===== src/rtl/core/gpio_hold_blink_controller_core_assert.svh =====
// Assertion macros for the GPIO hold/blink controller core.
// Clocked on clk, disabled while rst_n is low; empty under SYNTHESIS.
`ifndef GPIO_HOLD_BLINK_CONTROLLER_CORE_ASSERT_SVH
`define GPIO_HOLD_BLINK_CONTROLLER_CORE_ASSERT_SVH

`ifndef SYNTHESIS
`define GHBC_ASSERT_IMP(label, ante, cons, msg) \
    label: assert property (@(posedge clk) disable iff (!rst_n) (ante) |-> (cons)) \
        else $error(msg);
`define GHBC_ASSERT_NXT(label, ante, cons, msg) \
    label: assert property (@(posedge clk) disable iff (!rst_n) (ante) |=> (cons)) \
        else $error(msg);
`else
`define GHBC_ASSERT_IMP(label, ante, cons, msg)
`define GHBC_ASSERT_NXT(label, ante, cons, msg)
`endif

`endif


===== src/rtl/core/ghbc_pkg.sv =====
// Shared types, codes and constants of the GPIO hold/blink controller.
// No dependencies.
`default_nettype none

package ghbc_pkg;

    localparam int PIN_ENTRIES_DEF = 8;
    localparam int WALK_MAX        = 8;
    localparam int APB_AW          = 6;
    localparam int APB_DW          = 64;

    localparam logic [3:0] ST_LOW   = 4'd0;
    localparam logic [3:0] ST_HIGH  = 4'd1;
    localparam logic [3:0] ST_BLINK = 4'd2;

    localparam logic [7:0] CNT_MAX  = 8'hFF;

    typedef enum logic [2:0] {
        REG_PIN_COUNT,
        REG_PIN_IDS,
        REG_DIRECTION,
        REG_IN_RESET,
        REG_OUT_RESET,
        REG_BLINK_LIMITS
    } reg_idx_t;

    typedef enum logic [1:0] {
        S_IDLE,
        S_WRITE,
        S_WALK
    } state_t;

    typedef struct packed {
        logic       req_type;
        logic [7:0] cmd_byte;
        logic [7:0] pin_levels;
        logic [3:0] read_len;
    } req_t;

    typedef struct packed {
        logic [7:0] report_byte;
        logic       entry_valid;
        logic       drive_en;
        logic       drive_level;
        logic       last;
    } rsp_t;

    typedef struct packed {
        logic       last_level;
        logic [7:0] low_count;
        logic [7:0] high_count;
    } hold_t;

    typedef struct packed {
        logic       level;
        logic [3:0] mode;
        hold_t      hold;
        logic       is_out;
        logic       in_reset;
        logic       out_reset;
        logic [7:0] limit;
        logic [1:0] reset_level;
    } entry_in_t;

    typedef struct packed {
        hold_t      hold;
        logic [3:0] mode;
        logic [1:0] reset_level;
        logic [3:0] shown;
        logic       drive_en;
        logic       drive_level;
    } entry_out_t;

    function automatic logic [3:0] entry_id(logic [31:0] ids, logic [2:0] idx);
        return ids[{idx, 2'b00} +: 4];
    endfunction

endpackage

`default_nettype wire


===== src/rtl/core/ghbc_ram.sv =====
// Generic single-port-write, single-port-read RAM with registered read data.
// No dependencies.
`default_nettype none

module ghbc_ram #(
    parameter int WIDTH = 8,
    parameter int DEPTH = 8,
    localparam int AW = (DEPTH > 1) ? $clog2(DEPTH) : 1
) (
    input  wire logic             clk,
    input  wire logic             we,
    input  wire logic [AW-1:0]    waddr,
    input  wire logic [WIDTH-1:0] wdata,
    input  wire logic             re,
    input  wire logic [AW-1:0]    raddr,
    output logic      [WIDTH-1:0] rdata
);

    logic [WIDTH-1:0] mem_reg [DEPTH];
    logic [WIDTH-1:0] rdata_reg;

    always_ff @(posedge clk)
    begin
        if (we)
        begin
            mem_reg[waddr] <= wdata;
        end
        if (re)
        begin
            rdata_reg <= mem_reg[raddr];
        end
    end

    assign rdata = rdata_reg;

endmodule

`default_nettype wire


===== src/rtl/core/ghbc_entry.sv =====
// Per-entry update: hold counters, mode, report nibble, reset level and pin drive.
// Depends on ghbc_pkg.
`default_nettype none

module ghbc_entry (
    input  wire ghbc_pkg::entry_in_t ein,
    output ghbc_pkg::entry_out_t     eout
);

    import ghbc_pkg::*;

    logic [7:0]  cnt;
    logic [7:0]  cnt_new;
    logic [10:0] limit_x5;
    logic [7:0]  thr;
    logic [3:0]  mode_new;
    logic [1:0]  rl_new;
    logic        den;
    logic        dlev;

    always_comb
    begin
        cnt = ein.level ? ein.hold.high_count : ein.hold.low_count;
        if (ein.hold.last_level != ein.level)
        begin
            cnt_new = '0;
        end
        else if (cnt != CNT_MAX)
        begin
            cnt_new = cnt + 8'd1;
        end
        else
        begin
            cnt_new = cnt;
        end

        limit_x5 = {3'b000, ein.limit} + {1'b0, ein.limit, 2'b00};
        thr      = ein.limit;
        mode_new = ein.mode;
        rl_new   = ein.reset_level;
        den      = 1'b0;
        dlev     = 1'b0;

        if (!ein.is_out)
        begin
            if (ein.in_reset && ein.level && (cnt_new > ein.limit))
            begin
                rl_new = ({3'b000, cnt_new} > limit_x5) ? 2'd2 : 2'd1;
            end
        end
        else
        begin
            if (ein.out_reset)
            begin
                mode_new = (ein.reset_level != 2'd0) ? ST_BLINK : ST_LOW;
            end
            if (mode_new == ST_LOW || mode_new == ST_HIGH)
            begin
                if (mode_new[0] != ein.level)
                begin
                    den  = 1'b1;
                    dlev = mode_new[0];
                end
            end
            else if (mode_new == ST_BLINK)
            begin
                if (ein.out_reset && ein.reset_level == 2'd1)
                begin
                    thr = limit_x5[7:0];
                end
                if (ein.limit != 8'd0 && cnt_new > thr)
                begin
                    den  = 1'b1;
                    dlev = ~ein.level;
                end
            end
        end

        eout.hold.last_level = ein.level;
        eout.hold.low_count  = ein.level ? ein.hold.low_count : cnt_new;
        eout.hold.high_count = ein.level ? cnt_new : ein.hold.high_count;
        eout.mode            = mode_new;
        eout.reset_level     = rl_new;
        eout.shown           = (ein.mode == ST_LOW || ein.mode == ST_HIGH)
                               ? {3'b000, ein.level} : ein.mode;
        eout.drive_en        = den;
        eout.drive_level     = dlev;
    end

endmodule

`default_nettype wire


===== src/rtl/core/gpio_hold_blink_controller_core.sv =====
// Top level of the GPIO hold/blink controller: APB registers, walk control,
// state RAMs. Depends on ghbc_pkg, ghbc_ram, ghbc_entry and the assert header.
//
// One request at a time. A write request is accepted, then the id search and
// the mode update load its single response. A poll request's acceptance
// issues the read of entry 0, and each later step updates one entry from the
// registered read of the mode and hold RAMs, writes it back and reads the next
// entry, so the walk runs at one entry per cycle while the response register
// is free. A poll that walks no entry gives no response and leaves the block
// idle. A full response register stalls both the write update and the walk.
// Per-entry valid bits make unwritten RAM entries read as their reset value,
// so no clearing pass follows reset.
`default_nettype none

`include "gpio_hold_blink_controller_core_assert.svh"

module gpio_hold_blink_controller_core #(
    parameter int PIN_ENTRIES = ghbc_pkg::PIN_ENTRIES_DEF
) (
    input  wire logic                           clk,
    input  wire logic                           rst_n,
    input  wire logic                           psel,
    input  wire logic                           penable,
    input  wire logic                           pwrite,
    input  wire logic [ghbc_pkg::APB_AW-1:0]    paddr,
    input  wire logic [ghbc_pkg::APB_DW-1:0]    pwdata,
    output logic      [ghbc_pkg::APB_DW-1:0]    prdata,
    output logic                                pready,
    input  wire logic                           req_valid,
    output logic                                req_ready,
    input  wire ghbc_pkg::req_t                 req,
    output logic                                rsp_valid,
    input  wire logic                           rsp_ready,
    output ghbc_pkg::rsp_t                      rsp
);

    import ghbc_pkg::*;

    localparam int IDX_W = (PIN_ENTRIES > 1) ? $clog2(PIN_ENTRIES) : 1;
    localparam logic [3:0] PIN_LIM =
        4'((PIN_ENTRIES < WALK_MAX) ? PIN_ENTRIES : WALK_MAX);

    logic [3:0]  pin_count_reg;
    logic [31:0] pin_ids_reg;
    logic [7:0]  dir_reg;
    logic [7:0]  irst_reg;
    logic [7:0]  orst_reg;
    logic [63:0] limits_reg;
    logic        cfg_we;
    reg_idx_t    cfg_idx;

    state_t      state_reg, state_next;
    logic [3:0]  idx_reg, idx_next;
    logic [3:0]  lim_reg, lim_next;
    req_t        item_reg, item_next;
    logic [1:0]  reset_level_reg, reset_level_next;
    rsp_t        rsp_reg, rsp_next;
    logic        rsp_valid_reg, rsp_valid_next;
    logic        rsp_ld;

    logic [PIN_ENTRIES-1:0] mode_vld_reg;
    logic [PIN_ENTRIES-1:0] hold_vld_reg;
    logic        mode_hit_reg;
    logic        hold_hit_reg;

    logic             rd_en;
    logic [IDX_W-1:0] rd_addr;
    logic             mode_we;
    logic [IDX_W-1:0] mode_waddr;
    logic [3:0]       mode_wdata;
    logic             hold_we;
    logic [3:0]       mode_q;
    hold_t            hold_q;

    logic [3:0]  lim_cfg;
    logic [3:0]  lim_poll;
    logic        out_free;
    logic [2:0]  cur;
    logic [3:0]  nxt_idx;
    logic        is_last;
    logic        hit_found;
    logic [2:0]  hit_idx;
    logic        stop;

    entry_in_t   ein;
    entry_out_t  eout;

    // Configuration port
    assign pready  = 1'b1;
    assign cfg_we  = psel && penable && pwrite;
    assign cfg_idx = reg_idx_t'(paddr[5:3]);

    always_ff @(posedge clk or negedge rst_n)
    begin
        if (!rst_n)
        begin
            pin_count_reg <= '0;
            pin_ids_reg   <= '0;
            dir_reg       <= '0;
            irst_reg      <= '0;
            orst_reg      <= '0;
            limits_reg    <= '0;
        end
        else if (cfg_we)
        begin
            unique case (cfg_idx)
                REG_PIN_COUNT:    pin_count_reg <= pwdata[3:0];
                REG_PIN_IDS:      pin_ids_reg   <= pwdata[31:0];
                REG_DIRECTION:    dir_reg       <= pwdata[7:0];
                REG_IN_RESET:     irst_reg      <= pwdata[7:0];
                REG_OUT_RESET:    orst_reg      <= pwdata[7:0];
                REG_BLINK_LIMITS: limits_reg    <= pwdata;
                default:          ;
            endcase
        end
    end

    always_comb
    begin
        unique case (cfg_idx)
            REG_PIN_COUNT:    prdata = {60'd0, pin_count_reg};
            REG_PIN_IDS:      prdata = {32'd0, pin_ids_reg};
            REG_DIRECTION:    prdata = {56'd0, dir_reg};
            REG_IN_RESET:     prdata = {56'd0, irst_reg};
            REG_OUT_RESET:    prdata = {56'd0, orst_reg};
            REG_BLINK_LIMITS: prdata = limits_reg;
            default:          prdata = '0;
        endcase
    end

    // Walk limits
    always_comb
    begin
        lim_cfg = pin_count_reg;
        if (lim_cfg > PIN_LIM)
        begin
            lim_cfg = PIN_LIM;
        end
        lim_poll = lim_cfg;
        if (lim_poll > req.read_len)
        begin
            lim_poll = req.read_len;
        end
    end

    // Write target search
    always_comb
    begin
        hit_found = 1'b0;
        hit_idx   = '0;
        stop      = 1'b0;
        for (int i = 0; i < WALK_MAX; i++)
        begin
            if (!hit_found && !stop)
            begin
                if (4'(i) >= lim_reg || entry_id(pin_ids_reg, 3'(i)) == 4'd0)
                begin
                    stop = 1'b1;
                end
                else if (entry_id(pin_ids_reg, 3'(i)) == item_reg.cmd_byte[7:4]
                         && dir_reg[i])
                begin
                    hit_found = 1'b1;
                    hit_idx   = 3'(i);
                end
            end
        end
    end

    // Entry under update
    assign out_free = !rsp_valid_reg || rsp_ready;
    assign cur      = idx_reg[2:0];
    assign nxt_idx  = idx_reg + 4'd1;
    assign is_last  = (nxt_idx >= lim_reg) || (entry_id(pin_ids_reg, nxt_idx[2:0]) == 4'd0);

    always_comb
    begin
        ein.level       = item_reg.pin_levels[cur];
        ein.mode        = mode_hit_reg ? mode_q : ST_LOW;
        ein.hold        = hold_hit_reg ? hold_q : '0;
        ein.is_out      = dir_reg[cur];
        ein.in_reset    = irst_reg[cur];
        ein.out_reset   = orst_reg[cur];
        ein.limit       = limits_reg[{cur, 3'b000} +: 8];
        ein.reset_level = reset_level_reg;
    end

    ghbc_entry u_entry (
        .ein  (ein),
        .eout (eout)
    );

    ghbc_ram #(
        .WIDTH (4),
        .DEPTH (PIN_ENTRIES)
    ) u_mode_ram (
        .clk   (clk),
        .we    (mode_we),
        .waddr (mode_waddr),
        .wdata (mode_wdata),
        .re    (rd_en),
        .raddr (rd_addr),
        .rdata (mode_q)
    );

    ghbc_ram #(
        .WIDTH ($bits(hold_t)),
        .DEPTH (PIN_ENTRIES)
    ) u_hold_ram (
        .clk   (clk),
        .we    (hold_we),
        .waddr (IDX_W'(idx_reg)),
        .wdata (eout.hold),
        .re    (rd_en),
        .raddr (rd_addr),
        .rdata (hold_q)
    );

    // Control
    assign req_ready = (state_reg == S_IDLE);

    always_comb
    begin
        state_next       = state_reg;
        idx_next         = idx_reg;
        lim_next         = lim_reg;
        item_next        = item_reg;
        reset_level_next = reset_level_reg;
        rd_en            = 1'b0;
        rd_addr          = IDX_W'(idx_reg);
        mode_we          = 1'b0;
        mode_waddr       = IDX_W'(idx_reg);
        mode_wdata       = eout.mode;
        hold_we          = 1'b0;
        rsp_ld           = 1'b0;
        rsp_next         = rsp_reg;

        unique case (state_reg)
            S_IDLE:
            begin
                if (req_valid)
                begin
                    item_next = req;
                    idx_next  = '0;
                    if (!req.req_type)
                    begin
                        lim_next   = lim_cfg;
                        state_next = S_WRITE;
                    end
                    else
                    begin
                        lim_next = lim_poll;
                        if (lim_poll != 4'd0 && entry_id(pin_ids_reg, 3'd0) != 4'd0)
                        begin
                            rd_en      = 1'b1;
                            rd_addr    = '0;
                            state_next = S_WALK;
                        end
                    end
                end
            end
            S_WRITE:
            begin
                if (out_free)
                begin
                    mode_we              = hit_found;
                    mode_waddr           = IDX_W'(hit_idx);
                    mode_wdata           = item_reg.cmd_byte[3:0];
                    rsp_ld               = 1'b1;
                    rsp_next.report_byte = '0;
                    rsp_next.entry_valid = hit_found;
                    rsp_next.drive_en    = 1'b0;
                    rsp_next.drive_level = 1'b0;
                    rsp_next.last        = 1'b1;
                    state_next           = S_IDLE;
                end
            end
            S_WALK:
            begin
                if (out_free)
                begin
                    mode_we              = 1'b1;
                    hold_we              = 1'b1;
                    reset_level_next     = eout.reset_level;
                    rsp_ld               = 1'b1;
                    rsp_next.report_byte = {entry_id(pin_ids_reg, cur), eout.shown};
                    rsp_next.entry_valid = 1'b1;
                    rsp_next.drive_en    = eout.drive_en;
                    rsp_next.drive_level = eout.drive_level;
                    rsp_next.last        = is_last;
                    if (is_last)
                    begin
                        state_next = S_IDLE;
                    end
                    else
                    begin
                        idx_next = nxt_idx;
                        rd_en    = 1'b1;
                        rd_addr  = IDX_W'(nxt_idx);
                    end
                end
            end
            default:
            begin
                state_next = S_IDLE;
            end
        endcase

        rsp_valid_next = rsp_ld ? 1'b1 : (rsp_ready ? 1'b0 : rsp_valid_reg);
    end

    always_ff @(posedge clk or negedge rst_n)
    begin
        if (!rst_n)
        begin
            state_reg       <= S_IDLE;
            idx_reg         <= '0;
            lim_reg         <= '0;
            reset_level_reg <= '0;
            rsp_valid_reg   <= 1'b0;
            mode_vld_reg    <= '0;
            hold_vld_reg    <= '0;
            mode_hit_reg    <= 1'b0;
            hold_hit_reg    <= 1'b0;
        end
        else
        begin
            state_reg       <= state_next;
            idx_reg         <= idx_next;
            lim_reg         <= lim_next;
            reset_level_reg <= reset_level_next;
            rsp_valid_reg   <= rsp_valid_next;
            if (mode_we)
            begin
                mode_vld_reg[mode_waddr] <= 1'b1;
            end
            if (hold_we)
            begin
                hold_vld_reg[IDX_W'(idx_reg)] <= 1'b1;
            end
            if (rd_en)
            begin
                mode_hit_reg <= mode_vld_reg[rd_addr];
                hold_hit_reg <= hold_vld_reg[rd_addr];
            end
        end
    end

    always_ff @(posedge clk)
    begin
        item_reg <= item_next;
        if (rsp_ld)
        begin
            rsp_reg <= rsp_next;
        end
    end

    assign rsp_valid = rsp_valid_reg;
    assign rsp       = rsp_reg;

    `GHBC_ASSERT_NXT(a_reset_level_sticky, reset_level_reg != 2'd0, reset_level_reg != 2'd0, "reset level dropped")
    `GHBC_ASSERT_IMP(a_walk_in_range, state_reg == S_WALK, idx_reg < lim_reg, "walk index past limit")
    `GHBC_ASSERT_IMP(a_rsp_source, $rose(rsp_valid_reg), $past(state_reg) == S_WRITE || $past(state_reg) == S_WALK, "response without request")
    `GHBC_ASSERT_IMP(a_no_rw_overlap, rd_en && state_reg == S_WALK, rd_addr != IDX_W'(idx_reg), "read of entry under update")

endmodule

`default_nettype wire

===== config.mk =====
export PLATFORM = sky130hd
export DESIGN_NAME = gpio_hold_blink_controller_core
export DESIGN_NICKNAME = d
export VERILOG_FILES = /design/src/rtl/core/ghbc_pkg.sv /design/src/rtl/core/ghbc_ram.sv /design/src/rtl/core/ghbc_entry.sv /design/src/rtl/core/gpio_hold_blink_controller_core.sv
export VERILOG_INCLUDE_DIRS = /design/src /design/src/rtl/core
export SDC_FILE = /design/constraint.sdc
export NUM_CORES = 1
export LEC_CHECK = 0
export BUFFER_PORTS_ARGS = -buffer_cell sky130_fd_sc_hd__buf_2
export CAP_MARGIN = 20
export CORE_UTILIZATION = 29
export CTS_CLUSTER_SIZE = 16
export DETAILED_ROUTE_END_ITERATION = 8
export SLEW_MARGIN = 20
export SYNTH_ARGS = -nofsm -noshare
export SYNTH_HDL_FRONTEND = slang
export SYNTH_SLANG_ARGS = --single-unit

===== constraint.sdc =====
create_clock -name clk -period 9.15 [get_ports clk]
set_clock_uncertainty 0.15 [all_clocks]
set_input_delay 0.915 -clock clk [delete_from_list [all_inputs] [get_ports clk]]
set_output_delay 0.915 -clock clk [all_outputs]
set_load 0.02 [all_outputs]

==> impl_summary.log <==
INFO  metric share_of_power_burned_in_registers = 38.5%
INFO  metric sw_frac_of_total = 36.11%
INFO  metric route.detailed.wl_per_inst = 20.80 um
INFO  metric post_synth_top_area_share = 34.11%
INFO  metric numClockSinks = 372
INFO  metric worstSetupPathType = reg -> reg
INFO  metric syn-instance-count = 1514
INFO  metric groute.usage.overall = 15.91%
INFO  metric synth-edff-count = 217
INFO  metric number_of_global_route_vias_before_repair = 13.49k
INFO  metric mappedNetlistNets = 1653
INFO  metric max-vdd-ir-drop = 146.8 uV
INFO  metric final-max-slew-violation-count = 0
INFO  metric postCtsHoldBufs = 0
INFO  metric grt_first_pass_wirelength = 82.46 mm
INFO  metric stdcell_count = 2560
INFO  metric critPathLaunchType = flip-flop
INFO  metric hold_violations = 0
INFO  metric global_route.overflow_total = 0
INFO  metric crit-reg2reg-capture = reset_level_reg[0]
INFO  metric crit-reg2reg-launch = idx_reg[2]
INFO  metric ys.warnings.count = 0
INFO  metric synth_top_flop_cell = sky130_fd_sc_hd__edfxtp_1
INFO  metric cts_root_buffer = sky130_fd_sc_hd__clkbuf_16
INFO  metric hold_slack = 0.2838 ns
INFO  metric cts-buffers-inserted = 42
INFO  metric standby_leakage_power = 9.085 nW
INFO  metric die_h = 258.7 um
INFO  metric synth.top_cells.by_area = sky130_fd_sc_hd__edfxtp_1 (34%), sky130_fd_sc_hd__dfrtp_1 (20%), sky130_fd_sc_hd__mux2_2 (9.5%)
INFO  metric synth-async-reset-ratio = 41.67%
INFO  metric grt_setup_unrepaired = no
INFO  metric cp.buffers_inverters = 4
INFO  metric synth.area.mux_share = 20.09%
INFO  metric fp.coreArea = 64810 um2
INFO  metric synth-seq-cells = 372
INFO  metric cts_post_setup_buffers_inserted = 0
INFO  metric buffers_added_on_ports = 172
INFO  metric critPathRequiredTime = 9.47 ns
INFO  metric synth_xor_xnor_area_share = 1.886%
INFO  metric p_sw = 0.002309 W
INFO  metric clock_power_share = 26.0%
INFO  metric route.detailed.drc = 0
INFO  metric synth_cell_type_count = 78
INFO  metric areaGrowthSynthToFinish = 16.54%
INFO  metric synthesized_area_fraction_occupied_by_ao_oa_aoi_and_oai_cells = 9.097%
INFO  metric timing.hold.worst.class = in -> async
INFO  metric path_max_fanout = 31
INFO  metric actual_transition_at_the_worst_max_transition_pin = 0.9902 ns
INFO  metric fp.dieArea = 66910 um2
INFO  metric setup-tns-final = 0 ns
INFO  metric timing.final.setup_violations = 0
INFO  metric critical-path-top-delay-family = simple AND/OR/NAND/NOR gates
INFO  metric synth_top_family_by_area = multiplexers
INFO  metric total_placed_cells_including_tap_cells = 2481
INFO  metric share_of_post_route_cells_with_drive_strength_above_1 = 27.83%
INFO  metric worst_ep_arrival_time = 6.36 ns
INFO  metric drt-pass1-iter-count = 5
INFO  metric gp_congestion = 0.8694
INFO  metric grt_max_degree = 95
INFO  metric mean_area_per_synthesized_cell = 12.62 um2
INFO  metric initial_utilization = 29.47%
INFO  metric num-nets-final = 1809
INFO  metric largest_register_ffs = 136
INFO  metric i_o_pins = 177
INFO  metric power.density_cell_area = 287.2 nW/um2
INFO  metric reg2reg_depth = 21
INFO  metric finalCritPeriodShare = 66.04%
INFO  metric max_cap_viols = 0
INFO  metric intPower = 0.004084 W
INFO  metric vias_per_cell = 5.175
INFO  metric synth_fa_ha_area_share = 2.725%
INFO  metric netlist_area = 19100 um2
INFO  metric combinational_power_share = 35.5%
INFO  metric cts-htree-levels = 2
INFO  metric regToRegSetupSlack = 3.11 ns
INFO  metric routed_wirelength = 53.24 mm
INFO  metric rows = 93
INFO  metric chipWidth = 258.7 um
INFO  metric cts.reportedPaths.clkPinSlew = 0.06 ns
INFO  metric route.vias.total = 13.25k
INFO  metric synth_top_cell_by_area = sky130_fd_sc_hd__edfxtp_1
INFO  metric timing.fmax = 0.1655 GHz
INFO  metric seq_area_frac_synth = 54.41%
INFO  metric post_synth_and_or_nand_nor_area_fraction = 8.966%
INFO  metric power.total = 0.006393 W
INFO  metric initial_antenna_violation_count = 4
INFO  metric dp.final_hpwl = 36.83 mm
INFO  metric clock_insertion_delay_worst_skew = 0.58 ns
INFO  metric maxSlewHeadroom = 33.75%
INFO  metric run_status = complete, no violations
INFO  metric critical_path.endpoint_type = flip-flop
INFO  metric antenna_left = 0
INFO  metric postCtsResizedCells = 0
INFO  metric critical_path.cell_chain = inv_1 > buf_4 > mux2i_4 > buf_4 > inv_2 > nand2_1 > a21oi_1 > ha_1 > nand3b_2 > nor3_2 > nor2_1 > nand2_1 > nor2_1 > a211oi_1 > ha_1 > nand4_1 > o21ai_0 > or4_1 > a31oi_1 > o211ai_1 > o21a_1
INFO  metric clock_tree.buffer_depth = 3
INFO  metric timing.final.crit_period = 6.043 ns
INFO  metric drtIter0Drc = 828
INFO  metric cpMaxStageDelayCell = sky130_fd_sc_hd__a211oi_1
INFO  metric timing.critical_path.slowest_cell_delay = 0.66 ns
INFO  metric tritoncts = done
==> metrics by stage <==
step           worst slack (ns)  instance area, um2  utilization, %
2_1_floorplan             4.395               19100               -
3_3_place_gp              3.365               20900           32.24
3_5_place_dp              3.234               20900           32.24
4_1_cts                   3.203               22250           34.34
5_1_grt                   2.666               22260           34.34
6_report                  3.107               22260           34.35
==> layer usage <==
metal  GRT usage, %  wire length [um]  vias to the layer above
li1               -                 -                     6052
met1          21.70             24010                     6693
met2          25.67             24890                      432
met3          2.944              3237                       68
met4          4.569              1099                        2
met5              0                11                        -
==> cells in the mapped netlist, types with 19 or more instances <==
cell,instances
sky130_fd_sc_hd__edfxtp_1,217
sky130_fd_sc_hd__mux2i_1,173
sky130_fd_sc_hd__mux2_2,161
sky130_fd_sc_hd__dfrtp_1,155
sky130_fd_sc_hd__nor2_1,80
sky130_fd_sc_hd__nand2_1,64
sky130_fd_sc_hd__a21oi_1,55
sky130_fd_sc_hd__clkbuf_1,53
sky130_fd_sc_hd__and3_1,45
sky130_fd_sc_hd__o21ai_0,45
sky130_fd_sc_hd__ha_1,40
sky130_fd_sc_hd__inv_1,37
sky130_fd_sc_hd__nand3_1,27
sky130_fd_sc_hd__a22o_1,25
sky130_fd_sc_hd__xnor2_1,24
sky130_fd_sc_hd__buf_2,20
sky130_fd_sc_hd__nor3_1,19
==> cells in the final DEF, fill, tap and decap left out, types with 9 or more instances in the layout <==
cell / instances
sky130_fd_sc_hd__edfxtp_1: 217
sky130_fd_sc_hd__or3_1: 9
sky130_fd_sc_hd__mux4_2: 11
sky130_fd_sc_hd__nand2_1: 64
sky130_fd_sc_hd__nor2b_1: 9
sky130_fd_sc_hd__xnor2_1: 24
sky130_fd_sc_hd__mux2i_1: 173
sky130_fd_sc_hd__buf_2: 171
sky130_fd_sc_hd__o22ai_1: 14
sky130_fd_sc_hd__mux2_2: 161
sky130_fd_sc_hd__o21a_1: 16
sky130_fd_sc_hd__buf_4: 26
sky130_fd_sc_hd__nand3_1: 27
sky130_fd_sc_hd__nor2_1: 80
sky130_fd_sc_hd__a22o_1: 25
sky130_fd_sc_hd__clkbuf_16: 43
sky130_fd_sc_hd__a211oi_1: 10
sky130_fd_sc_hd__o21ai_0: 45
sky130_fd_sc_hd__dfrtp_1: 152
sky130_fd_sc_hd__inv_1: 37
sky130_fd_sc_hd__nor3_1: 15
sky130_fd_sc_hd__nand4_1: 9
sky130_fd_sc_hd__o31ai_1: 9
sky130_fd_sc_hd__ha_1: 40
sky130_fd_sc_hd__xor2_1: 14
sky130_fd_sc_hd__nor4_1: 11
sky130_fd_sc_hd__a21oi_1: 55
sky130_fd_sc_hd__and3_1: 45
sky130_fd_sc_hd__or2_2: 12
sky130_fd_sc_hd__clkinv_1: 10
sky130_fd_sc_hd__nand2b_1: 13
sky130_fd_sc_hd__a221oi_1: 13
==> power groups by stage <==
stage	Clock (W)	Sequential [W]	Combinational, W
after floorplan	0	0.00237	0.00170
after global placement	0	0.00248	0.00221
after detailed placement	0	0.00248	0.00227
after CTS	0.00170	0.00246	0.00228
after global routing	0.00176	0.00249	0.00250
final	0.00166	0.00246	0.00227
==> layout make-up <==
| cell class | count | area, um2 |
|---|---|---|
| Antenna cell | 2 | 5.005 |
| Clock buffer | 50 | 1122 |
| Clock inverter | 27 | 234.0 |
| Fill cell | 6369 | 42550 |
| Inverter | 39 | 146.4 |
| Multi-Input combinational cell | 1017 | 8224 |
| Sequential cell | 372 | 10400 |
| Tap cell | 855 | 1070 |
| Timing Repair Buffer | 198 | 1062 |
==> how the worst max path moves through the flow <==
stage | slack (ns) | endpoint | cells after the start | startpoint
4_1_cts | 3.20 | reset_level_reg[0] | 20 | idx_reg[0]
5_1_grt | 2.67 | reset_level_reg[0] | 20 | idx_reg[0]
3_5_place_dp | 3.23 | reset_level_reg[0] | 21 | idx_reg[2]
6_report | 3.11 | reset_level_reg[0] | 21 | idx_reg[2]
2_1_floorplan | 4.40 | reset_level_reg[0] | 20 | idx_reg[0]
3_3_place_gp | 3.37 | reset_level_reg[0] | 21 | idx_reg[2]
==> worst register-to-register path: cells and delay by family, from the launching register on <==
family                   cells  cell delay, ns
flip-flops                   1            0.40
multiplexers                 1            0.10
AND/OR/NAND/NOR              8            1.85
adder cells (fa/ha/maj)      2            0.64
AO/OA/AOI/OAI                6            1.69
buffers and inverters        4            1.10
==> cell families (layout without fill, tap and decap cells) <==
logic type / count (synthesis) / count (layout)
multiplexers: 348 / 348
adder cells (fa/ha/maj): 41 / 41
other: 1 / 3
buffers and inverters: 125 / 314
AND/OR/NAND/NOR: 333 / 333
AO/OA/AOI/OAI: 255 / 255
XOR/XNOR: 39 / 39
flip-flops: 372 / 372
No activity file was read; power rests on OpenSTA's default activity.
